==> config.mk <==
export PLATFORM = sky130hd
export DESIGN_NAME = pal_cell
export DESIGN_NICKNAME = d
export VERILOG_FILES = /design/src/design/pal_pkg.sv /design/src/design/pal_cell.sv
export SDC_FILE = /design/constraint.sdc
export NUM_CORES = 1
export LEC_CHECK = 0
export BUFFER_PORTS_ARGS = -buffer_cell sky130_fd_sc_hd__buf_2
export CAP_MARGIN = 30
export CORE_AREA = 2 2 99 101
export CTS_CLUSTER_DIAMETER = 40
export DETAILED_ROUTE_END_ITERATION = 6
export DIE_AREA = 0 0 101 103
export MAX_ROUTING_LAYER = met4
export PLACE_DENSITY = 0.72
export SYNTH_ARGS = -nofsm -noshare
export SYNTH_HDL_FRONTEND = slang
export SYNTH_SLANG_ARGS = --single-unit
==> constraint.sdc <==
create_clock -name clk_i -period 1.1 [get_ports clk_i]
set_input_delay 0.22 -clock clk_i [delete_from_list [all_inputs] [get_ports clk_i]]
set_output_delay 0.22 -clock clk_i [all_outputs]
set_load 0.05 [all_outputs]
==> src/design/pal_pkg.sv <==
// Shared types and codes for the positional array list.
// Used by pal_cell, pal_ctrl and positional_array_list_core; depends on nothing.
package pal_pkg;

  typedef enum logic [2:0] {
    FN_INSERT    = 3'd0,
    FN_REMOVE    = 3'd1,
    FN_READ      = 3'd2,
    FN_SEARCH    = 3'd3,
    FN_OVERWRITE = 3'd4,
    FN_CLEAR     = 3'd5
  } pal_func_e;

  typedef enum logic [1:0] {
    STAT_OK      = 2'd0,
    STAT_INS_ERR = 2'd1,
    STAT_POS_ERR = 2'd2
  } pal_status_e;

  typedef enum logic {
    ST_IDLE,
    ST_SWEEP
  } pal_state_e;

  typedef struct packed {
    logic [2:0]         func;
    logic [6:0]         position;
    logic signed [31:0] value;
  } pal_in_t;

  typedef struct packed {
    logic [1:0]         status;
    logic signed [31:0] read_value;
    logic               found;
    logic [6:0]         count;
    logic               is_empty;
    logic               is_full;
  } pal_out_t;

  // Broadcast to every cell in the cycle a list-changing word is accepted.
  typedef struct packed {
    logic               ins;
    logic               rem;
    logic               ovw;
    logic [6:0]         pos;
    logic signed [31:0] value;
  } pal_upd_t;

  // Held steady for the cells while a read or search travels down the chain.
  typedef struct packed {
    logic               rd;
    logic               srch;
    logic [6:0]         pos;
    logic signed [31:0] value;
  } pal_qry_t;

  // Handed from one cell to the next during a read or search.
  typedef struct packed {
    logic               act;
    logic               hit;
    logic signed [31:0] data;
  } pal_sweep_t;

endpackage

==> src/design/pal_cell.sv <==
// One cell of the list: holds a single entry and one stage of the query chain.
// Depends on pal_pkg.
module pal_cell #(
  parameter int CW  = 7,
  parameter int IDX = 0
) (
  input  logic                  clk_i,
  input  logic                  rst_ni,
  input  pal_pkg::pal_upd_t     upd_i,
  input  pal_pkg::pal_qry_t     qry_i,
  input  logic [CW-1:0]         count_i,
  input  logic signed [31:0]    left_i,
  input  logic signed [31:0]    right_i,
  output logic signed [31:0]    entry_o,
  input  pal_pkg::pal_sweep_t   sweep_i,
  output pal_pkg::pal_sweep_t   sweep_o
);

  localparam int W = (CW > 7) ? CW : 7;

  logic [W-1:0]       idx_w;
  logic [W-1:0]       upos_w;
  logic [W-1:0]       qpos_w;
  logic [W-1:0]       cnt_w;
  logic signed [31:0] entry_q, entry_d;
  logic               act_q;
  logic               hit_q, hit_d;
  logic signed [31:0] data_q, data_d;

  assign idx_w  = W'(IDX);
  assign upos_w = W'(upd_i.pos);
  assign qpos_w = W'(qry_i.pos);
  assign cnt_w  = W'(count_i);

  always_comb begin
    entry_d = entry_q;
    if (upd_i.ins && (idx_w > upos_w)) begin
      entry_d = left_i;
    end else if ((upd_i.ins || upd_i.ovw) && (idx_w == upos_w)) begin
      entry_d = upd_i.value;
    end else if (upd_i.rem && (idx_w >= upos_w)) begin
      entry_d = right_i;
    end
  end

  always_comb begin
    hit_d  = sweep_i.hit;
    data_d = sweep_i.data;
    if (qry_i.srch && (idx_w < cnt_w) && (entry_q == qry_i.value)) begin
      hit_d = 1'b1;
    end
    if (qry_i.rd && (idx_w == qpos_w)) begin
      data_d = entry_q;
    end
  end

  always_ff @(posedge clk_i) begin
    entry_q <= entry_d;
    hit_q   <= hit_d;
    data_q  <= data_d;
  end

  always_ff @(posedge clk_i or negedge rst_ni) begin
    if (!rst_ni) begin
      act_q <= 1'b0;
    end else begin
      act_q <= sweep_i.act;
    end
  end

  assign entry_o      = entry_q;
  assign sweep_o.act  = act_q;
  assign sweep_o.hit  = hit_q;
  assign sweep_o.data = data_q;

endmodule

=== Word-level counts from Yosys, hierarchy flattened ===
Index checks and enable logic that the tools add are counted.

* Muxes and demuxes: 4
* Equality and inequality tests: 1
* Divide/modulo/power cells: 0
* $lt $le $gt $ge: 3
* Shift operators: 0
* Reductions and logical operators: 10
* $add $sub $neg: 0
* $mul: 0
* Bitwise operators: 0

{| class="wikitable"
|+ Operators by type and width
! cell !! count
|-
| 32-bit two-way mux || 4
|-
| 32-bit equality test || 1
|-
| 7-bit zero test || 2
|-
| 1-bit by 7-bit greater-or-equal comparator with 1-bit output, first input constant || 1
|-
| 1-bit by 7-bit > comparator with 1-bit output, first input constant || 1
|-
| 1-bit by 7-bit < comparator with 1-bit output, first input constant || 1
|-
| 1-bit logical AND || 6
|-
| 3-bit nonzero test || 1
|-
| 1-bit logical OR || 1
|}

* Output and inout port bits: 66
* Memories: 0
* Flip-flop bits (word level): 66
* Logic and storage cells: 22
* Input port bits: 190
* ROM bits: 0
* RAM bits: 0
* Bits in latches: 0

=== Logic depth before layout (Yosys ltp) ===
Gate-level depths: netlist of the first run.

* Depth after elaboration: 5
* Gate-level depth with buffers: 5

=== Least setup slack after synthesis of the first run ===
No wires, ideal clock.

* Kind: input -> register
* From: input port upd_i[34] (netlist bit)
* To: register entry_q[0], in the netlist entry_o[0], enable pin
* Stages on the path: 3
* Setup time: 376 ps
* Data arrival time: 1484 ps
* Data required time: 724 ps
* Setup slack: -760 ps
* Cells stage by stage: or4_4 nor4_4 o31a_2

* Cells in the longest elaborated chain, start to end: 3
* Elaborated cells on any way between the ends: 7
* Classes of those cells: order compare: 2; reduce/logical: 5

{| class="wikitable"
|+ Ends and longest elaborated chain
! element !! RTL line !! RTL
|-
| start, declared || pal_cell.sv:9 || <nowiki>input pal_pkg::pal_upd_t upd_i,</nowiki>
|-
| 1-bit by 7-bit > comparator with 1-bit output (tied with other cells) || pal_cell.sv:37 || <nowiki>if (upd_i.ins && (idx_w > upos_w)) begin</nowiki>
|-
| 1-bit logical AND (on tied branches) || pal_cell.sv:37, pal_cell.sv:39, pal_cell.sv:41 ||
|-
| 3-bit nonzero test (no source line) (*) || - ||
|-
| end signal, assigned || pal_cell.sv:58 || <nowiki>entry_q <= entry_d;</nowiki>
|-
| end, declared || pal_cell.sv:25 || <nowiki>logic signed [31:0] entry_q, entry_d;</nowiki>
|}

Mark *: on every way between the ends. The rest lies on a longest branch, timed or not.
A chain may end at the register's enable or synchronous reset.

=== Worst setup path in the final report of the first run ===
* From: input port upd_i[34] (netlist bit)
* To: register entry_q[3], in the netlist entry_o[3], enable pin

The elaborated chain is that of the path after synthesis.

==> flow_summary.json, run 1 <==
{
  "outcome": "complete, but fails checks",
  "failing_checks": "setup timing",
  "yosys.cell_count.top_type": "sky130_fd_sc_hd__mux2_2",
  "finalCriticalPeriod_ps": 1640,
  "remaining_global_route_overflow": 0,
  "fmax_ghz": 0.609,
  "first_global_vias": 2760,
  "timing.hold.worst_path_depth": 2,
  "number_of_inserted_diodes": 0,
  "drtIter0Drc": 29,
  "synth_flop_cell": "sky130_fd_sc_hd__dfxtp_1",
  "grt_max_degree": 21,
  "whs_ps": 64.6,
  "ys_seq_elements": 66,
  "synth_top_area_share_pct": 32.2,
  "post_synth_inst_count": 192,
  "cts.clk_slew.worst_paths_ps": 70,
  "synthDominantAreaCellType": "sky130_fd_sc_hd__edfxtp_1",
  "critical_path_peak_fanout": 5,
  "timing_worst_slew_pin_value_ps": 323,
  "syn-mean-instance-area_um2": 15.5,
  "placement.io_buffers": 223,
  "die-height_um": 103,
  "h-tree-depth": 3,
  "synthArstFlopShare_pct": 1.52,
  "synthesis.yosys.warnings": 0,
  "clock_insertion_delay_worst_skew_ps": 340,
  "vdd.ir_drop.worst_mv": 0.567,
  "design.die.area_mm2": 0.0104,
  "dr_pass1_iterations": 4,
  "floorplan.initialDensity_pct": 31.5,
  "mappedNetlistNets": 382,
  "via_per_inst": 4.51,
  "finalWorstSetupSlack_ps": -542,
  "setup_viol": 98,
  "netlist_area_mm2": 0.00298,
  "number_of_distinct_library_cells_after_synthesis": 22,
  "timing.final.hold_violations": 0,
  "totalNegativeSetupSlack_ps": -37930,
  "worst_slew_margin_rel_pct": 78.3,
  "gpl.final_weighted_congestion": 0.745,
  "cell_chosen_for_the_clock_root": "sky130_fd_sc_hd__clkbuf_8",
  "cts_tree": "built",
  "crit_share_post_route_pct": 149,
  "cp_data_arrival_time_ps": 1710,
  "maxCapViolCount": 0,
  "min-delay-path-class": "in -> reg",
  "routed_wire_length_mm": 9.57,
  "fp.dieW_um": 101,
  "groute.usage.overall_pct": 17.6,
  "floorplan.rows": 36,
  "grt_pass1_wl_mm": 13.1,
  "post-dp-hpwl_mm": 7.22,
  "maxSlewViolCount": 0,
  "dp.cells": 556,
  "critical_path.endpoint_type": "flip-flop",
  "unrepaired_setup_endpoints_after_global_routing": "yes",
  "p_leak_uw": 0.00262,
  "synth_edf_count": 32,
  "routed-via-count": 2685,
  "power-per-cell-area_mw_per_mm2": 975,
  "yosysSeqAreaShare_pct": 55.2,
  "clock-skew-final_ps": 11.5,
  "drive_gt1_share_pct": 77.3,
  "io_pins": 256,
  "dp_worst_setup_slack_ps": -899,
  "area_delta_synth_final_pct": 85.9,
  "critPathRequiredTime_ps": 1160,
  "post_synth_main_area_contributors": "sky130_fd_sc_hd__edfxtp_1 32%, sky130_fd_sc_hd__dfxtp_1 22%, sky130_fd_sc_hd__mux2_4 15%",
  "antenna_violating_nets_post_route": 0,
  "cts_buffer_depth": 2,
  "final_net_count": 666,
  "layout.cells.non_filler": 595,
  "clock-sinks": 66,
  "reg2reg_depth": 4,
  "cts_buffers": 9,
  "wl_per_cell_um": 16.1,
  "grt_antenna_before_repair": 0,
  "drt_drc_violations_left": 0,
  "core_area_mm2": 0.00946,
  "crit_path_start_kind": "input pin",
  "crit_type": "in -> reg",
  "ys_top_cells_by_count": "34 x sky130_fd_sc_hd__mux2_2, 33 x sky130_fd_sc_hd__dfxtp_1, 32 x sky130_fd_sc_hd__edfxtp_1"
}
## worst max-delay path, cell delays in order
cell and delay [ps]:
sky130_fd_sc_hd__buf_6 90, sky130_fd_sc_hd__or4_4 540, sky130_fd_sc_hd__nor4_4 240, sky130_fd_sc_hd__buf_4 170
sky130_fd_sc_hd__o31a_4 220, sky130_fd_sc_hd__buf_12 120, sky130_fd_sc_hd__buf_16 100
## layout by cell type (no fill, tap or decap), types with 3 or more instances in the layout
cell                       instances
sky130_fd_sc_hd__edfxtp_1         32
sky130_fd_sc_hd__buf_8            24
sky130_fd_sc_hd__xor2_1            4
sky130_fd_sc_hd__buf_4            32
sky130_fd_sc_hd__clkbuf_1          3
sky130_fd_sc_hd__xnor2_1          26
sky130_fd_sc_hd__dfxtp_2           5
sky130_fd_sc_hd__dfxtp_1          28
sky130_fd_sc_hd__buf_2           156
sky130_fd_sc_hd__clkbuf_8          9
sky130_fd_sc_hd__buf_6            59
sky130_fd_sc_hd__buf_12            6
sky130_fd_sc_hd__nand4_1           6
sky130_fd_sc_hd__mux2_4           30
sky130_fd_sc_hd__mux2_2           34
sky130_fd_sc_hd__clkinv_2          4
## flip-flops by register name (all words and copies together) (netlist names)
signal,cells
act_q,1
hit_q,1
data_q,32
entry_o,32
## report_power, final
group	switching (µW)	internal [µW]
combinational	481	531
clock	897	805
sequential	33.0	2650
## layout make-up
class,count,area (µm²)
repair buffers,281,2240
multi-input cells,118,1350
clock inverters,4,20.0
fillers,796,3920
well taps,114,143
clock buffers,12,135
flip-flops and latches,66,1650
## timing repair
action | 4_1_cts | 5_1_grt
gates resized for setup | 139 | 45
gates cloned | 2 | 0
setup buffers | 11 | 8
endpoints found under the setup margin | 131 | 116
pin swaps | 1 | 10
hold buffers | 2 | 0
endpoints found under the hold margin | 2 | 0
## per-layer routing
metal	wire, µm	global-route usage, %
met1	3410	18.0
met2	5520	33.4
met3	579	4.54
met4	55	4.78
met5	0	-
## stage by stage
step / power, µW / util (%) / cell area [µm²]
after floorplan: 3220 / - / 3040
after global placement: 3610 / 48.1 / 4550
after detailed placement: 3630 / 48.1 / 4550
after CTS: 5430 / 56.2 / 5310
after global routing: 5640 / 58.6 / 5540
final: 5400 / 58.6 / 5540
## cells by family after synthesis
kind of cell,after synthesis,share of synthesized area (%)
compound gates,4,1.13
simple gates,18,4.24
mux,64,28.0
flops,66,55.2
buf+inv,8,2.01
xor+xnor,32,9.40
## path summary, 6_finish.rpt
kind	start	slack, ps	end
min in group asynchronous	rst_ni	180	act_q
hold reg to reg	entry_o[18]	590	data_q[18]
max in group asynchronous	rst_ni	840	act_q
hold / removal	sweep_i[32]	60	hit_q
setup reg to reg	entry_o[5]	-260	hit_q
setup / recovery	upd_i[34]	-540	entry_o[3]
No activity file was read; power rests on OpenSTA's default activity.
==> run 2: changes to the inputs <==
- CELL_PAD_IN_SITES_DETAIL_PLACEMENT: default -> 0
- CELL_PAD_IN_SITES_GLOBAL_PLACEMENT: default -> 1
- CORE_AREA: 2 2 99 101 -> default
- CORE_MARGIN: default -> 2
- CORE_UTILIZATION: default -> 25
- DIE_AREA: 0 0 101 103 -> default
- PLACE_DENSITY: 0.72 -> default
- PLACE_DENSITY_LB_ADDON: default -> 0.1
==> run 2 against run 1 <==
The flow finishes with violations (DRC, setup timing). Total power up 19%. Wire length up 0.72%. Clock skew is 8.3 ps lower. Clock-buffer cell count rose by 2. Die area increased by 23%. Global-route usage fell by 1.9 points. Worst hold slack improved by 1.0 ps. Cell count increased by 4.7%. Highest routed layer unchanged.
==> flow_summary.json, run 2 (synthesis gave the netlist of run 1 again) <==
{
  "crit_chain": "buf_6, or4_4, nor4_4, buf_4, o21ai_4, buf_12, mux2_4",
  "drtIter0Drc": 90,
  "reg2reg_depth": 4,
  "cell_chosen_for_the_clock_root": "sky130_fd_sc_hd__clkbuf_16",
  "placement.io_buffers": 223,
  "antenna_violating_nets_post_route": 0,
  "p_leak_uw": 0.00264,
  "dr_pass1_iterations": 6,
  "min-delay-path-class": "in -> reg",
  "setup_viol": 98,
  "worst_r2r_startpoint": "entry_o[2]",
  "met3_wirelength_um": 773,
  "met2_wirelength_mm": 5.28,
  "cp_data_arrival_time_ps": 1710,
  "floorplan.initialDensity_pct": 25.9,
  "maxSlewViolCount": 0,
  "routed_wire_length_mm": 9.64,
  "critical_path_peak_fanout": 17,
  "fin_util_pct": 48.9,
  "crit_path_start_kind": "input pin",
  "totalNegativeSetupSlack_ps": -34450,
  "critical_path.endpoint_type": "flip-flop",
  "unrepaired_setup_endpoints_after_global_routing": "yes",
  "highest_layer": "met4",
  "die-height_um": 113,
  "worst_slew_margin_rel_pct": 79.2,
  "final-seq-area_mm2": 0.00165,
  "slowest_stage": "sky130_fd_sc_hd__or4_4",
  "critical_path.top_delay_family": "simple AND/OR/NAND/NOR gates",
  "whs_ps": 65.6,
  "critPathRequiredTime_ps": 1180,
  "core_area_mm2": 0.0115,
  "holdCritStartpoint": "sweep_i[32]",
  "crit_share_post_route_pct": 148,
  "maxCapViolCount": 0,
  "cts.clk_slew.worst_paths_ps": 50,
  "hold_path_end": "hit_q",
  "grt_max_degree": 31,
  "layout.cells.non_filler": 623,
  "via_per_inst": 4.25,
  "first_global_vias": 2935,
  "h-tree-depth": 3,
  "vdd.ir_drop.worst_mv": 0.798,
  "groute.usage.overall_pct": 15.8,
  "clock_insertion_delay_worst_skew_ps": 330,
  "clock-skew-final_ps": 3.24,
  "drt_drc_violations_left": 14,
  "design.die.area_mm2": 0.0128,
  "drive_gt1_share_pct": 76.7,
  "floorplan.rows": 39,
  "fp.dieW_um": 113,
  "routed-via-count": 2647,
  "power-per-cell-area_mw_per_mm2": 1140,
  "failing_checks": "DRC, setup timing",
  "layout.cells.most_common": "sky130_fd_sc_hd__buf_2",
  "io_pins": 256,
  "crit_buf_inv": 3,
  "area_delta_synth_final_pct": 88.8,
  "final_net_count": 665,
  "dp.cells": 588,
  "timing_worst_slew_pin_value_ps": 309,
  "fmax_ghz": 0.615,
  "worst-r2r-setup-slack_ps": -190,
  "post-dp-hpwl_mm": 7.35,
  "route.layer.met1.wl_mm": 3.41,
  "wl_per_cell_um": 15.5,
  "timing.hold.worst_path_depth": 2,
  "outcome": "complete, but fails checks",
  "final_cell_mix": "156 x sky130_fd_sc_hd__buf_2, 46 x sky130_fd_sc_hd__buf_4, 45 x sky130_fd_sc_hd__buf_6",
  "finalCriticalPeriod_ps": 1630,
  "timing.final.hold_violations": 0,
  "grt_antenna_before_repair": 0,
  "crit_type": "in -> reg",
  "number_of_inserted_diodes": 0,
  "report.power.total_uw": 6400,
  "multi_input_area_mm2": 0.00135,
  "grt_pass1_wl_mm": 14.6,
  "clock-sinks": 66,
  "finalWorstSetupSlack_ps": -527,
  "cts_buffer_depth": 2,
  "timing.rr.end": "hit_q",
  "gpl.final_weighted_congestion": 0.766,
  "layout.filler_cells": 1065,
  "cts_tree": "built",
  "cts_buffers": 9,
  "largest_stage_delay_on_the_critical_path_ps": 530,
  "remaining_global_route_overflow": 0
}
==> run 2: cell types whose count changed in the layout (fill, tap and decap cells not counted), moves of 4 or more <==
cell and delta:
sky130_fd_sc_hd__clkbuf_16 +9, sky130_fd_sc_hd__buf_4 +14, sky130_fd_sc_hd__clkbuf_8 -6, sky130_fd_sc_hd__dfxtp_2 -4, sky130_fd_sc_hd__buf_6 -14, sky130_fd_sc_hd__dfxtp_1 +4
==> run 2: what timing repair did <==
item	in CTS	in global routing
setup buffers	11	5
cloned	3	0
resized for setup	148	15
pin swaps	9	2
endpoints found under the setup margin	131	100
hold buffers	2	0
hold endpoints to repair	2	0
==> run 2: stage by stage <==
| step | worst slack (ps) | area, µm² |
|---|---|---|
| final | -527 | 5630 |
| after global routing | -549 | 5630 |
| after CTS | -515 | 5590 |
| after detailed placement | -881 | 4610 |
| after global placement | -848 | 4610 |
| after floorplan | -710 | 3040 |
==> run 2: cell type report <==
class | instances | share of cell area, %
Clock buffer | 14 | 4.87
Clock inverter | 2 | 0.178
Multi-Input combinational cell | 118 | 23.9
Sequential cell | 66 | 29.3
Tap cell | 143 | 3.18
Timing Repair Buffer | 280 | 38.6
==> run 2: power by group <==
part	leakage [µW]	switching, µW	total (µW)	internal, µW
logic	0.00192	470	981	510
registers	0.000578	25.7	2680	2650
clock network	0.000143	1040	2740	1700
==> run 2: layer usage <==
layer / track usage, % / up-vias
li1: - / 1281
met1: 15.6 / 1234
met2: 28.7 / 118
met3: 4.71 / 14
met4: 6.59 / 0
met5: - / -
==> run 2: worst max-delay path by stage <==
| stage | startpoint | end | slack (ps) | cells after the start |
|---|---|---|---|---|
| after global placement | upd_i[34] | entry_o[9] | -850 | 6 |
| after floorplan | upd_i[34] | entry_o[10] | -710 | 5 |
| final | upd_i[34] | entry_o[6] | -530 | 7 |
| after detailed placement | upd_i[34] | entry_o[1] | -880 | 6 |
| after CTS | upd_i[34] | entry_o[1] | -510 | 7 |
| after global routing | upd_i[34] | entry_o[13] | -550 | 7 |
