`src/design/pal_pkg.sv`:
```
// Shared types and codes for the positional array list.
// Used by pal_cell, pal_ctrl and positional_array_list_core; depends on nothing.
package pal_pkg;

  typedef enum logic [2:0] {
    FN_INSERT    = 3'd0,
    FN_REMOVE    = 3'd1,
    FN_READ      = 3'd2,
    FN_SEARCH    = 3'd3,
    FN_OVERWRITE = 3'd4,
    FN_CLEAR     = 3'd5
  } pal_func_e;

  typedef enum logic [1:0] {
    STAT_OK      = 2'd0,
    STAT_INS_ERR = 2'd1,
    STAT_POS_ERR = 2'd2
  } pal_status_e;

  typedef enum logic {
    ST_IDLE,
    ST_SWEEP
  } pal_state_e;

  typedef struct packed {
    logic [2:0]         func;
    logic [6:0]         position;
    logic signed [31:0] value;
  } pal_in_t;

  typedef struct packed {
    logic [1:0]         status;
    logic signed [31:0] read_value;
    logic               found;
    logic [6:0]         count;
    logic               is_empty;
    logic               is_full;
  } pal_out_t;

  // Broadcast to every cell in the cycle a list-changing word is accepted.
  typedef struct packed {
    logic               ins;
    logic               rem;
    logic               ovw;
    logic [6:0]         pos;
    logic signed [31:0] value;
  } pal_upd_t;

  // Held steady for the cells while a read or search travels down the chain.
  typedef struct packed {
    logic               rd;
    logic               srch;
    logic [6:0]         pos;
    logic signed [31:0] value;
  } pal_qry_t;

  // Handed from one cell to the next during a read or search.
  typedef struct packed {
    logic               act;
    logic               hit;
    logic signed [31:0] data;
  } pal_sweep_t;

endpackage

```
`src/design/pal_ctrl.sv`:
```
// Control for the positional array list: handshakes, entry count, decode of
// each word and the output register. Depends on pal_pkg.
module pal_ctrl #(
  parameter int DEPTH = 64
) (
  input  logic                             clk_i,
  input  logic                             rst_ni,
  input  logic                             in_valid_i,
  output logic                             in_stall_o,
  input  pal_pkg::pal_in_t                 in_data_i,
  output logic                             out_valid_o,
  input  logic                             out_stall_i,
  output pal_pkg::pal_out_t                out_data_o,
  output pal_pkg::pal_upd_t                upd_o,
  output pal_pkg::pal_qry_t                qry_o,
  output logic [$clog2(DEPTH+1)-1:0]       count_o,
  output pal_pkg::pal_sweep_t              sweep_o,
  input  pal_pkg::pal_sweep_t              sweep_i
);

  localparam int CW = $clog2(DEPTH + 1);
  localparam int W  = (CW > 7) ? CW : 7;

  pal_pkg::pal_state_e state_q, state_d;
  logic [CW-1:0]       count_q, count_d;
  logic                inject_q, inject_d;
  pal_pkg::pal_qry_t   qry_q, qry_d;
  logic                out_valid_q, out_valid_d;
  pal_pkg::pal_out_t   out_q, out_d;
  pal_pkg::pal_out_t   res;
  logic                load;
  logic                accept;
  logic [W-1:0]        pos_w, qpos_w, cnt_w;
  logic                ins_ok, pos_ok, qpos_ok;

  assign pos_w   = W'(in_data_i.position);
  assign qpos_w  = W'(qry_q.pos);
  assign cnt_w   = W'(count_q);
  assign ins_ok  = (count_q != CW'(DEPTH)) && (pos_w <= cnt_w);
  assign pos_ok  = pos_w < cnt_w;
  assign qpos_ok = qpos_w < cnt_w;

  assign in_stall_o = !((state_q == pal_pkg::ST_IDLE) && (!out_valid_q || !out_stall_i));
  assign accept     = in_valid_i && !in_stall_o;

  always_comb begin
    state_d     = state_q;
    count_d     = count_q;
    inject_d    = 1'b0;
    qry_d       = qry_q;
    load        = 1'b0;
    res         = '0;
    upd_o.ins   = 1'b0;
    upd_o.rem   = 1'b0;
    upd_o.ovw   = 1'b0;
    upd_o.pos   = in_data_i.position;
    upd_o.value = in_data_i.value;

    case (state_q)
      pal_pkg::ST_IDLE: begin
        if (accept) begin
          load = 1'b1;
          case (in_data_i.func)
            pal_pkg::FN_INSERT: begin
              if (ins_ok) begin
                upd_o.ins = 1'b1;
                count_d   = CW'(count_q + 1'b1);
              end else begin
                res.status = pal_pkg::STAT_INS_ERR;
              end
            end
            pal_pkg::FN_REMOVE: begin
              if (pos_ok) begin
                upd_o.rem = 1'b1;
                count_d   = CW'(count_q - 1'b1);
              end else begin
                res.status = pal_pkg::STAT_POS_ERR;
              end
            end
            pal_pkg::FN_OVERWRITE: begin
              if (pos_ok) begin
                upd_o.ovw = 1'b1;
              end else begin
                res.status = pal_pkg::STAT_POS_ERR;
              end
            end
            pal_pkg::FN_CLEAR: begin
              count_d = '0;
            end
            pal_pkg::FN_READ, pal_pkg::FN_SEARCH: begin
              load        = 1'b0;
              inject_d    = 1'b1;
              qry_d.rd    = (in_data_i.func == pal_pkg::FN_READ);
              qry_d.srch  = (in_data_i.func == pal_pkg::FN_SEARCH);
              qry_d.pos   = in_data_i.position;
              qry_d.value = in_data_i.value;
              state_d     = pal_pkg::ST_SWEEP;
            end
            default: begin
            end
          endcase
        end
      end
      pal_pkg::ST_SWEEP: begin
        if (sweep_i.act) begin
          load    = 1'b1;
          state_d = pal_pkg::ST_IDLE;
          if (qry_q.rd && !qpos_ok) begin
            res.status = pal_pkg::STAT_POS_ERR;
          end
          res.read_value = (qry_q.rd && qpos_ok) ? sweep_i.data : 32'sd0;
          res.found      = qry_q.srch && sweep_i.hit;
        end
      end
      default: begin
        state_d = pal_pkg::ST_IDLE;
      end
    endcase

    res.count    = 7'(count_d);
    res.is_empty = (count_d == '0);
    res.is_full  = (count_d == CW'(DEPTH));

    out_valid_d = load || (out_valid_q && out_stall_i);
    out_d       = load ? res : out_q;
  end

  always_ff @(posedge clk_i or negedge rst_ni) begin
    if (!rst_ni) begin
      state_q     <= pal_pkg::ST_IDLE;
      count_q     <= '0;
      inject_q    <= 1'b0;
      out_valid_q <= 1'b0;
    end else begin
      state_q     <= state_d;
      count_q     <= count_d;
      inject_q    <= inject_d;
      out_valid_q <= out_valid_d;
    end
  end

  always_ff @(posedge clk_i) begin
    qry_q <= qry_d;
    out_q <= out_d;
  end

  assign qry_o        = qry_q;
  assign count_o      = count_q;
  assign sweep_o.act  = inject_q;
  assign sweep_o.hit  = 1'b0;
  assign sweep_o.data = 32'sd0;
  assign out_valid_o  = out_valid_q;
  assign out_data_o   = out_q;

endmodule

```
`config.mk`:
```
export PLATFORM = sky130hd
export DESIGN_NAME = pal_ctrl
export DESIGN_NICKNAME = d
export VERILOG_FILES = /design/src/design/pal_pkg.sv /design/src/design/pal_ctrl.sv
export SDC_FILE = /design/constraint.sdc
export NUM_CORES = 1
export LEC_CHECK = 0
export BUFFER_PORTS_ARGS = -buffer_cell sky130_fd_sc_hd__buf_4
export CAP_MARGIN = 5
export CORE_MARGIN = 4
export CORE_UTILIZATION = 40
export DETAILED_ROUTE_END_ITERATION = 6
export MAX_ROUTING_LAYER = met4
export PLACE_DENSITY_LB_ADDON = 0.2
export SLEW_MARGIN = 10
export SYNTH_ARGS = -nofsm -noshare
export SYNTH_HDL_FRONTEND = slang
export SYNTH_SLANG_ARGS = --single-unit
```
`constraint.sdc`:
```
create_clock -name clk_i -period 6.5 [get_ports clk_i]
set_clock_uncertainty 0.15 [all_clocks]
set_input_delay 1.3 -clock clk_i [delete_from_list [all_inputs] [get_ports clk_i]]
set_output_delay 1.3 -clock clk_i [all_outputs]
set_load 0.01 [all_outputs]
```
=== Word-level counts from Yosys, hierarchy flattened ===
Cells that the tools add are included.

* Bits in registers: 95
* Output and inout port bits: 170
* Logic and storage cells: 76

* Add/subtract/negate cells: 2
* Magnitude comparators: 3
* Equal/unequal tests: 7
* Mux-type cells: 29
* Bitwise gates (word level): 1
* Reduce and logical (&&, ||, !) cells: 20

{| class="wikitable"
|+ Operators with widths
! operator !! count
|-
| 2-to-1 mux 35 bit || 1
|-
| 2-to-1 mux 32 bit || 1
|-
| 2-to-1 mux 7 bit || 4
|-
| one-hot mux 7 bit (3 select lines) || 1
|-
| < comparator 7 bit || 2
|-
| 2-to-1 mux 1 bit || 13
|-
| one-hot mux 2 bit (2 select lines) || 2
|-
| adder 7 x 1 -> 7 bit, second input constant || 1
|-
| equality test 7 bit, second input constant || 1
|-
| <= comparator 7 bit || 1
|-
| logical AND 1 bit || 7
|-
| zero test 7 bit || 1
|-
| != test 7 bit, second input constant || 1
|-
| subtractor 7 x 1 -> 7 bit, second input constant || 1
|-
| equality test 3 x 2 -> 1 bit, second input constant || 2
|-
| equality test 3 bit, second input constant || 2
|-
| 2-to-1 mux 2 bit || 3
|-
| 2-to-1 mux 3 bit || 2
|-
| AND reduction 3 bit || 2
|-
| zero test 1 bit || 4
|-
| one-hot mux 1 bit (2 select lines) || 2
|-
| OR reduction 2 bit || 2
|-
| equality test 3 x 1 -> 1 bit, second input constant || 1
|-
| zero test 3 bit || 1
|-
| other kinds (3) || 4
|}

=== Logic depth before layout (Yosys ltp) ===
Gate-level depths: netlist of the first run.

* Depth after elaboration: 7
* Gate-level depth with buffers: 10

=== Worst setup path before layout of the first run ===
Ideal clock, no wire load.

* Path type: input to register
* Start point: input out_stall_i
* End point: register out_q (netlist bit out_data_o[0]) (enable)
* Setup time: 509 ps
* Arrival time: 4839 ps
* Path slack: 1002 ps
* Stages on the path: 3
* Buffers on the path: 0
* Cell sequence: a21oi_2 -> nand2_1 -> o21ai_0

* Longest elaborated chain between the ends: 6

{| class="wikitable"
|+ RTL lines
! what !! RTL line !! source
|-
| start: declaration || pal_ctrl.sv:12 || <nowiki>input logic out_stall_i,</nowiki>
|-
| zero test 1 bit || pal_ctrl.sv:43 || <nowiki>assign in_stall_o = !((state_q == pal_pkg::ST_IDLE) && (!out_valid_q || !out_stall_i));</nowiki>
|-
| logical OR 1 bit || pal_ctrl.sv:43 ||
|-
| logical AND 1 bit || pal_ctrl.sv:43 ||
|-
| logical AND 1 bit || pal_ctrl.sv:44 || <nowiki>assign accept = in_valid_i && !in_stall_o;</nowiki>
|-
| 2-to-1 mux 1 bit || pal_ctrl.sv:61 || <nowiki>if (accept) begin</nowiki>
|-
| one-hot mux 1 bit (2 select lines) || pal_ctrl.sv:59 || <nowiki>case (state_q)</nowiki>
|-
| net load || pal_ctrl.sv:31 || <nowiki>logic load;</nowiki>
|-
| end signal: assignment || pal_ctrl.sv:144 || <nowiki>out_q <= out_d;</nowiki>
|-
| end: declaration || pal_ctrl.sv:29 || <nowiki>pal_pkg::pal_out_t out_q, out_d;</nowiki>
|}

The timed path passes the listed nets, and every way through them passes these cells.
A chain may end at the register's enable or synchronous reset.

==> results of run 1 <==
stage by stage:
step	power (uW)	hold slack [ns]	util, %
floorplan	1190	0.404	-
global placement	1410	0.373	51.8
detailed placement	1400	0.381	51.8
CTS	1870	0.395	53.9
global route	1960	0.420	53.9
finish	1860	0.395	53.9
state kept, by name (all words and copies together), names as in the netlist:
register     count
out_valid_o      1
count_o          7
qpos_w           7
inject_q         1
qry_o           34
state_q          1
out_data_o      44
power groups by stage:
| stage | Sequential (uW) | Combinational, uW | Clock, uW |
|---|---|---|---|
| final | 790 | 597 | 469 |
| after global routing | 799 | 652 | 514 |
| after CTS | 791 | 601 | 480 |
| after detailed placement | 803 | 598 | 0 |
| after global placement | 803 | 605 | 0 |
| after floorplan | 812 | 381 | 0 |
how the worst min path moves through the flow:
stage                              to   startpoint  slack [ns]  depth (start not counted)
after floorplan               state_q      state_q        0.40                          2
after global placement    out_valid_o  out_valid_o        0.37                          1
after detailed placement  out_valid_o  out_valid_o        0.38                          1
after CTS                 out_valid_o  out_valid_o        0.39                          1
after global routing      out_valid_o  out_valid_o        0.42                          1
final                     out_valid_o  out_valid_o        0.40                          1
routing by layer:
| layer | global-route usage (%) | part of all wire (%) | up-vias |
|---|---|---|---|
| met5 | - | 0 | - |
| met4 | 4.63 | 0.81 | 0 |
| met3 | 5.79 | 7.8 | 9 |
| met2 | 27.9 | 49 | 157 |
| met1 | 22.9 | 42 | 1700 |
| li1 | - | - | 1690 |
kinds of logic (layout without fill, tap and decap cells):
logic type / after synthesis / count (layout) / share of synthesized area (%)
AO/OA/AOI/OAI: 81 / 81 / 10.7
buffers and inverters: 106 / 246 / 14.1
XOR/XNOR: 1 / 1 / 0.179
adder cells (fa/ha/maj): 15 / 15 / 3.83
flip-flops: 95 / 95 / 57.1
other: 1 / 33 / 0.0764
AND/OR/NAND/NOR: 101 / 101 / 14.0
worst max-delay path: cells and delay by family:
family | cells | cell delay, ns
simple gates | 2 | 0.50
compound gates | 2 | 0.39
buf+inv | 3 | 0.37
fa+ha+maj | 1 | 0.32
cell type report:
cell class,count,area [um^2],area share (%)
Sequential cell,95,2800,43.3
Timing Repair Buffer,217,1630,25.2
Multi-Input combinational cell,231,1550,23.9
Clock buffer,11,233,3.59
Tap cell,147,184,2.84
Inverter,14,52.6,0.812
Clock inverter,4,23.8,0.367
layout by cell type, fill, tap and decap left out, types with 2 or more instances in the layout:
cell and n:
sky130_fd_sc_hd__clkinv_2 3, sky130_fd_sc_hd__o211ai_1 2, sky130_fd_sc_hd__ha_1 15, sky130_fd_sc_hd__nor3_1 4, sky130_fd_sc_hd__nand3_1 5, sky130_fd_sc_hd__inv_1 13
sky130_fd_sc_hd__conb_1 33, sky130_fd_sc_hd__and2_1 3, sky130_fd_sc_hd__o21a_1 2, sky130_fd_sc_hd__edfxtp_1 85, sky130_fd_sc_hd__nor2_1 13, sky130_fd_sc_hd__a41oi_1 3
sky130_fd_sc_hd__nor2_4 2, sky130_fd_sc_hd__nor4_1 5, sky130_fd_sc_hd__nand2_1 14, sky130_fd_sc_hd__and3_1 3, sky130_fd_sc_hd__nor4b_4 2, sky130_fd_sc_hd__a31oi_1 3
sky130_fd_sc_hd__nand4_1 4, sky130_fd_sc_hd__nand3b_1 33, sky130_fd_sc_hd__a21oi_2 2, sky130_fd_sc_hd__o21ai_0 5, sky130_fd_sc_hd__a21o_2 3, sky130_fd_sc_hd__a21oi_1 38
sky130_fd_sc_hd__a21o_1 6, sky130_fd_sc_hd__dfrtp_1 10, sky130_fd_sc_hd__clkbuf_16 9, sky130_fd_sc_hd__nand2b_1 2, sky130_fd_sc_hd__o21ai_1 3, sky130_fd_sc_hd__or2_2 2
sky130_fd_sc_hd__clkbuf_1 2, sky130_fd_sc_hd__buf_4 217
==> results.env, run 1 <==
SWITCHING_POWER_uW=617
POWER_FRAC_COMB_PCT=32.2
CTSLONGESTPATHBUFFERS=2
CRITPATHLAUNCH='in_data_i[38]'
SYNTH.YOSYS.WARNINGS=0
REG2REG_SETUP_SLACK_NS=3.30
DRIVE_ABOVE_1_SHARE_PCT=44.4
SWITCHING_SHARE_PCT=33.3
DIEAREA_UM2=14100
ANTENNA_FOUND_INITIAL=0
CTS_POST_SETUP_BUFFERS_INSERTED=0
SYNTH-SEQ-AREA-SHARE_PCT=57.1
DRC=0
FINAL_LAYOUT_SETUP_TOTAL_NEGATIVE_SLACK_NS=0
POST_SYNTH_NUM_CELL_TYPES=59
INITIAL_CORE_UTIL_PCT=40.8
COUNT_OF_PLACED_STANDARD_CELLS_IN_THE_FINAL_LAYOUT_FILLERS_LEFT_OUT=719
ANTENNA_CELLS=0
YS_SEQ_ELEMENTS=95
SYNTH.CELLS.MOST_FREQUENT='85 x sky130_fd_sc_hd__edfxtp_1, 73 x sky130_fd_sc_hd__buf_4, 38 x sky130_fd_sc_hd__a21oi_1, 33 x sky130_fd_sc_hd__nand3b_1, 15 x sky130_fd_sc_hd__ha_1'
POST_CTS.RESIZED_INSTANCES=0
LEADING_CELL_TYPE_BY_NUMBER_OF_INSTANCES_AFTER_SYNTHESIS='sky130_fd_sc_hd__edfxtp_1'
POWER_REPORT.INTERNAL_TOTAL_uW=1240
BUFFER_PORTS.INSERTED=216
SYNTH_AREA_LEADER_CELL='sky130_fd_sc_hd__edfxtp_1'
DETAIL_ROUTE.ITER0.VIOLATIONS=282
CORE_UM2=12000
SETUP_VIOL=0
DESIGN_AREA_UM2=6470
TIMING.CRITICAL_PATH.SLOWEST_STAGE_CELL='sky130_fd_sc_hd__ha_1'
RSZ0062_AT_GRT='false'
SYN_INST=400
YS_TOP_CELLS_BY_AREA='sky130_fd_sc_hd__edfxtp_1 52%, sky130_fd_sc_hd__buf_4 11%, sky130_fd_sc_hd__dfrtp_1 5.1%, sky130_fd_sc_hd__nand3b_1 5.0%, sky130_fd_sc_hd__a21oi_1 3.9%'
NUMBER_OF_H_TREE_BRANCHING_LEVELS=3
ROUTED-VIA-COUNT=3556
ROUTABILITYCONGESTION=0.884
CRIT_PATH_CAPTURE='upd_o[39]'
WIDTH_OF_THE_CHIP_UM=119
TIMING.CRITICAL_PATH.SLOWEST_CELL_DELAY_NS=0.32
TIMING.REG2REG.WORST_PATH_DEPTH=9
SYNTH_ENABLE_FLOP_CELLS=85
SYNTHARSTFLOPSHARE_PCT=10.5
CLOCK_TREE.ROOT_CELL='sky130_fd_sc_hd__clkbuf_16'
TIMING.FINAL.CRIT_PERIOD_NS=4.34
DRTANTENNAVIOLNETS=0
PLACEMENTROWS=40
DOMINANTREGCELLSYNTH='sky130_fd_sc_hd__edfxtp_1'
PIN_COUNT=250
IR_DROP_V=0.000171
HOLDCRITPATHCLASS='reg2reg'
GRT_MAX_DEGREE=42
VIA_COUNT_OF_THE_FIRST_GLOBAL_ROUTING_PASS=3506
ROUTED_WL_MM=12.6
CTS_HOLD_REPAIR.BUFFERS=0
LAYOUT.NETS=663
TIMING.RR.END='out_data_o[0]'
GRT_OVERFLOW=0
POWER_FRAC_SEQ_PCT=42.6
CLKSLEWWORSTSETUPHOLDPATHS_NS=0.06
WORSTSETUPPATHTYPE='in2out'
CLK-INSERTION-DELAY-LATE_NS=0.34
POST-PLACE-WS_NS=2.16
ROUTEDWLPERCELL_UM=17.5
FLOW.AREA_GROWTH_FROM_SYNTHESIS_PCT=32.0
CAP_VIOL_MAX_COUNT=0
FINAL.PERIOD_UTILIZATION_PCT=66.7
POWER.LEAKAGE_uW=0.00277
YOSYS.AREA.TOP_TYPE_SHARE_PCT=52.0
POWER_FRAC_CLOCK_PCT=25.3
ROUTED_VIA_DENSITY=4.95
GRT_PASS1_WL_MM=19.3
OUTCOME='completed'
WORST_SLEW_PIN_SLEW_NS=1.18
CRIT_CHAIN='buf_4, ha_1, a21oi_1, o21ai_1, nor2_8, inv_1, nor4_1, buf_4'
FP.DIEH_UM=119
SETUP.WORST_PATH.END_CLASS='output pin'
DRT_PRE_ANTENNA_ITERS=4
DP.FINAL_HPWL_MM=9.54
FILLCELLCOUNT=1042
CRITPATHMOSTFREQUENTCELL='sky130_fd_sc_hd__buf_4'
CRIT-REG2REG-LAUNCH='count_o[2]'
POWER.DENSITY_nW_PER_UM2=287
DPL-INSTANCE-AREA_UM2=6220
MAX_SLEW_MARGIN_PCT=21.6
CTS_NUM_SINKS=95
AVGSYNTHCELLAREA_UM2=12.3
FMAX_GHz=0.231
HOLD_VIOL=0
CRIT_PATH_MAX_FANOUT=8
CELL_AREA_AFTER_SYNTHESIS_UM2=4910
PLACE_INST=704
CTS_TREE='done'
TIMING_MAX_TRANSITION_VIOLATIONS_FINAL=0
CP.REQUIRED_NS=5.05
CTS_INSERTED_BUFFERS=9
SETUP_WS_NS=2.16
ARRIVAL_NS=2.89
GRT_UTIL_ALL_LAYERS_PCT=18.0
STARTPOINT_TYPE='primary input'
Power figures use the tool's default switching activity.
==> inputs of run 2 (changes only) <==
clock period = 4.25 ns   (was 6.5 ns; I/O delays follow)
==> run 2 against run 1 <==
Compared with the run above: combinational power up 55%; setup slack worse by 1.7 ns; clock power rose by 64%; count of clock-buffer cells in the layout fell by 1; non-clock buffer count increased by 1; wire length grew 3.6%; global-route usage up 0.62 points; flip-flop and latch count stayed put; hold slack got worse by 0.21 ns; sequential share of layout area shrank 0.21 points; sequential power rose by 53%.
==> results.env, run 2 (synthesis gave the netlist of run 1 again) <==
ARRIVAL_NS=2.74  # was 2.89 ns
SWITCHING_SHARE_PCT=32.9  # was 33.3%
CTSLONGESTPATHBUFFERS=2  # unchanged
VIA_COUNT_OF_THE_FIRST_GLOBAL_ROUTING_PASS=3550  # was 3506
POWER_FRAC_SEQ_PCT=41.7  # was 42.6%
TIMING_MAX_TRANSITION_VIOLATIONS_FINAL=0  # unchanged
CTS_POST_SETUP_BUFFERS_INSERTED=0  # unchanged
TIMING.CRITICAL_PATH.SLOWEST_STAGE_CELL='sky130_fd_sc_hd__dfrtp_1'  # was sky130_fd_sc_hd__ha_1
RSZ0062_AT_GRT='false'  # unchanged
ROUTED_WL_MM=13.0  # was 12.6 mm
CRIT_CHAIN='inv_1, ha_1, a21oi_1, a21o_1, nand3_1, nor2_1, buf_4'  # was buf_4, ha_1, a21oi_1, o21ai_1, nor2_8, inv_1, nor4_1, buf_4
DETAIL_ROUTE.ITER0.VIOLATIONS=340  # was 282
SETUP_VIOL=0  # unchanged
FINAL.PERIOD_UTILIZATION_PCT=88.0
LAYOUT.NETS=664  # was 663
SWITCHING_POWER_uW=956  # was 617 uW
GRT_PASS1_WL_MM=19.8  # was 19.3 mm
IR_DROP_V=0.000214  # was 0.000171 V
WIDTH_OF_THE_CHIP_UM=119  # unchanged
GRT_UTIL_ALL_LAYERS_PCT=18.6  # was 18.0%
DRT_PRE_ANTENNA_ITERS=5  # was 4
ROUTED_VIA_DENSITY=5.05  # was 4.95
PIN_COUNT=250  # unchanged
FP.DIEH_UM=119  # unchanged
MOSTFREQUENTLAYOUTCELL='sky130_fd_sc_hd__buf_4'  # unchanged
FINAL_LAYOUT_SETUP_TOTAL_NEGATIVE_SLACK_NS=0  # unchanged
CP.REQUIRED_NS=3.25  # was 5.05 ns
ROUTEDWLPERCELL_UM=18.1  # was 17.5 um
OUTCOME='completed'  # unchanged
HOLDCRITPATHCLASS='in2async'  # was reg2reg
POWER_REPORT.INTERNAL_TOTAL_uW=1950  # was 1240 uW
WORSTSETUPPATHTYPE='reg2out'  # was in2out
PLACE_INST=705  # was 704
POWER_FRAC_COMB_PCT=31.8  # was 32.2%
TOTAL_POWER_uW=2910  # was 1860 uW
CAP_VIOL_MAX_COUNT=0  # unchanged
GRT_OVERFLOW=0  # unchanged
PATH_BUF_INV=2  # was 3
ANTENNA_FOUND_INITIAL=0  # unchanged
DRTANTENNAVIOLNETS=0  # unchanged
COUNT_OF_PLACED_STANDARD_CELLS_IN_THE_FINAL_LAYOUT_FILLERS_LEFT_OUT=720  # was 719
DRC=0  # unchanged
LARGEST_REGISTER_FFS=44  # unchanged
SETUP.WORST_PATH.END_CLASS='output pin'  # unchanged
POST_CTS.RESIZED_INSTANCES=0  # unchanged
CRIT_PATH_MAX_FANOUT=11  # was 8
CTS_INSERTED_BUFFERS=9  # unchanged
CLOCK_TREE.ROOT_CELL='sky130_fd_sc_hd__clkbuf_16'  # unchanged
FILLCELLCOUNT=1039  # was 1042
INITIAL_CORE_UTIL_PCT=40.8  # unchanged
CRIT-REG2REG-LAUNCH='count_o[2]'  # unchanged
WORST_SLEW_PIN_SLEW_NS=1.13  # was 1.18 ns
FLOW.AREA_GROWTH_FROM_SYNTHESIS_PCT=32.6  # was 32.0%
POWER_FRAC_CLOCK_PCT=26.5  # was 25.3%
GRT_MAX_DEGREE=42  # unchanged
ROUTABILITYCONGESTION=0.842  # was 0.884
DP.FINAL_HPWL_MM=9.74  # was 9.54 mm
STARTPOINT_TYPE='flop'  # was primary input
TIMING.REG2REG.WORST_PATH_DEPTH=9  # unchanged
PLACEMENTROWS=40  # unchanged
CTS_NUM_SINKS=95  # unchanged
BUFFER_PORTS.INSERTED=216  # unchanged
HOLD_VIOL=0  # unchanged
NUMBER_OF_H_TREE_BRANCHING_LEVELS=3  # unchanged
FMAX_GHz=0.267
CTS_TREE='done'  # unchanged
REG2REG_SETUP_SLACK_NS=0.98  # was 3.30 ns
TIMING.CRITICAL_PATH.SLOWEST_CELL_DELAY_NS=0.62  # was 0.32 ns
CORE_UM2=12000  # unchanged
MOST-COMMON-LAYOUT-CELLS='218 x sky130_fd_sc_hd__buf_4, 85 x sky130_fd_sc_hd__edfxtp_1, 38 x sky130_fd_sc_hd__a21oi_1'  # was 217 x sky130_fd_sc_hd__buf_4, 85 x sky130_fd_sc_hd__edfxtp_1, 38 x sky130_fd_sc_hd__a21oi_1
TIMING.RR.END='out_data_o[0]'  # unchanged
CLKSLEWWORSTSETUPHOLDPATHS_NS=0.06  # about the same
DIEAREA_UM2=14100  # unchanged
MAX_SLEW_MARGIN_PCT=24.9  # was 21.6%
POWER.DENSITY_nW_PER_UM2=447  # was 287 nW/um^2
CP_TOP_FAMILY='flip-flops'  # was simple AND/OR/NAND/NOR gates
CTS_HOLD_REPAIR.BUFFERS=0  # unchanged
ROUTED-VIA-COUNT=3636  # was 3556
CLK-INSERTION-DELAY-LATE_NS=0.34  # about the same
TIMING.FINAL.CRIT_PERIOD_NS=3.74
DRIVE_ABOVE_1_SHARE_PCT=44.5  # was 44.4%
ANTENNA_CELLS=0  # unchanged
POWER.LEAKAGE_uW=0.00278  # was 0.00277 uW
run 2: cell types whose count changed in the layout (fill, tap and decap cells not counted), sizes merged:
cell      change
clkbuf        -1
clkinv        -1
buf           +1
clkinvlp      +1
bufinv        +1
run 2: power groups by stage:
stage	Clock [uW]	Sequential, uW	Combinational (uW)
after floorplan	0	1240	583
after CTS	800	1210	930
after global routing	845	1220	1010
after global placement	0	1230	918
final	771	1210	924
after detailed placement	0	1230	920
run 2: stage by stage:
stage / utilization, % / setup slack, ns / hold slack, ns / instance area, um^2
after detailed placement: 51.8 / 0.759 / 0.378 / 6220
after CTS: 54.1 / 0.545 / 0.174 / 6500
after floorplan: - / 0.415 / 0.404 / 5030
final: 54.2 / 0.510 / 0.183 / 6500
after global placement: 51.8 / 0.874 / 0.374 / 6220
after global routing: 54.2 / 0.333 / 0.179 / 6500
run 2: layout make-up:
class	instances	area [um^2]	area share [%]
multi-input cells	231	1550	23.8
clock inverters	5	50.0	0.769
inverters	14	52.6	0.808
well taps	147	184	2.83
clock buffers	10	229	3.52
repair buffers	218	1640	25.2
flip-flops and latches	95	2800	43.1
run 2: worst max path at each step:
| stage | end | start | slack (ns) | cells past startpoint |
|---|---|---|---|---|
| 6_report | upd_o[40] | count_o[2] | 0.51 | 7 |
| 5_1_grt | upd_o[40] | count_o[2] | 0.33 | 7 |
| 4_1_cts | upd_o[40] | count_o[2] | 0.54 | 7 |
| 3_5_place_dp | upd_o[40] | in_data_i[34] | 0.76 | 7 |
| 3_3_place_gp | upd_o[39] | in_data_i[38] | 0.87 | 8 |
| 2_1_floorplan | out_data_o[0] | out_stall_i | 0.41 | 3 |
run 2: per-layer routing:
metal	share of wire, %	global-route usage (%)	vias to the layer above
met1	42	23.8	1756
met2	50	29.3	168
met5	0	-	-
li1	-	-	1701
met4	1.0	5.87	0
met3	7.1	4.45	11
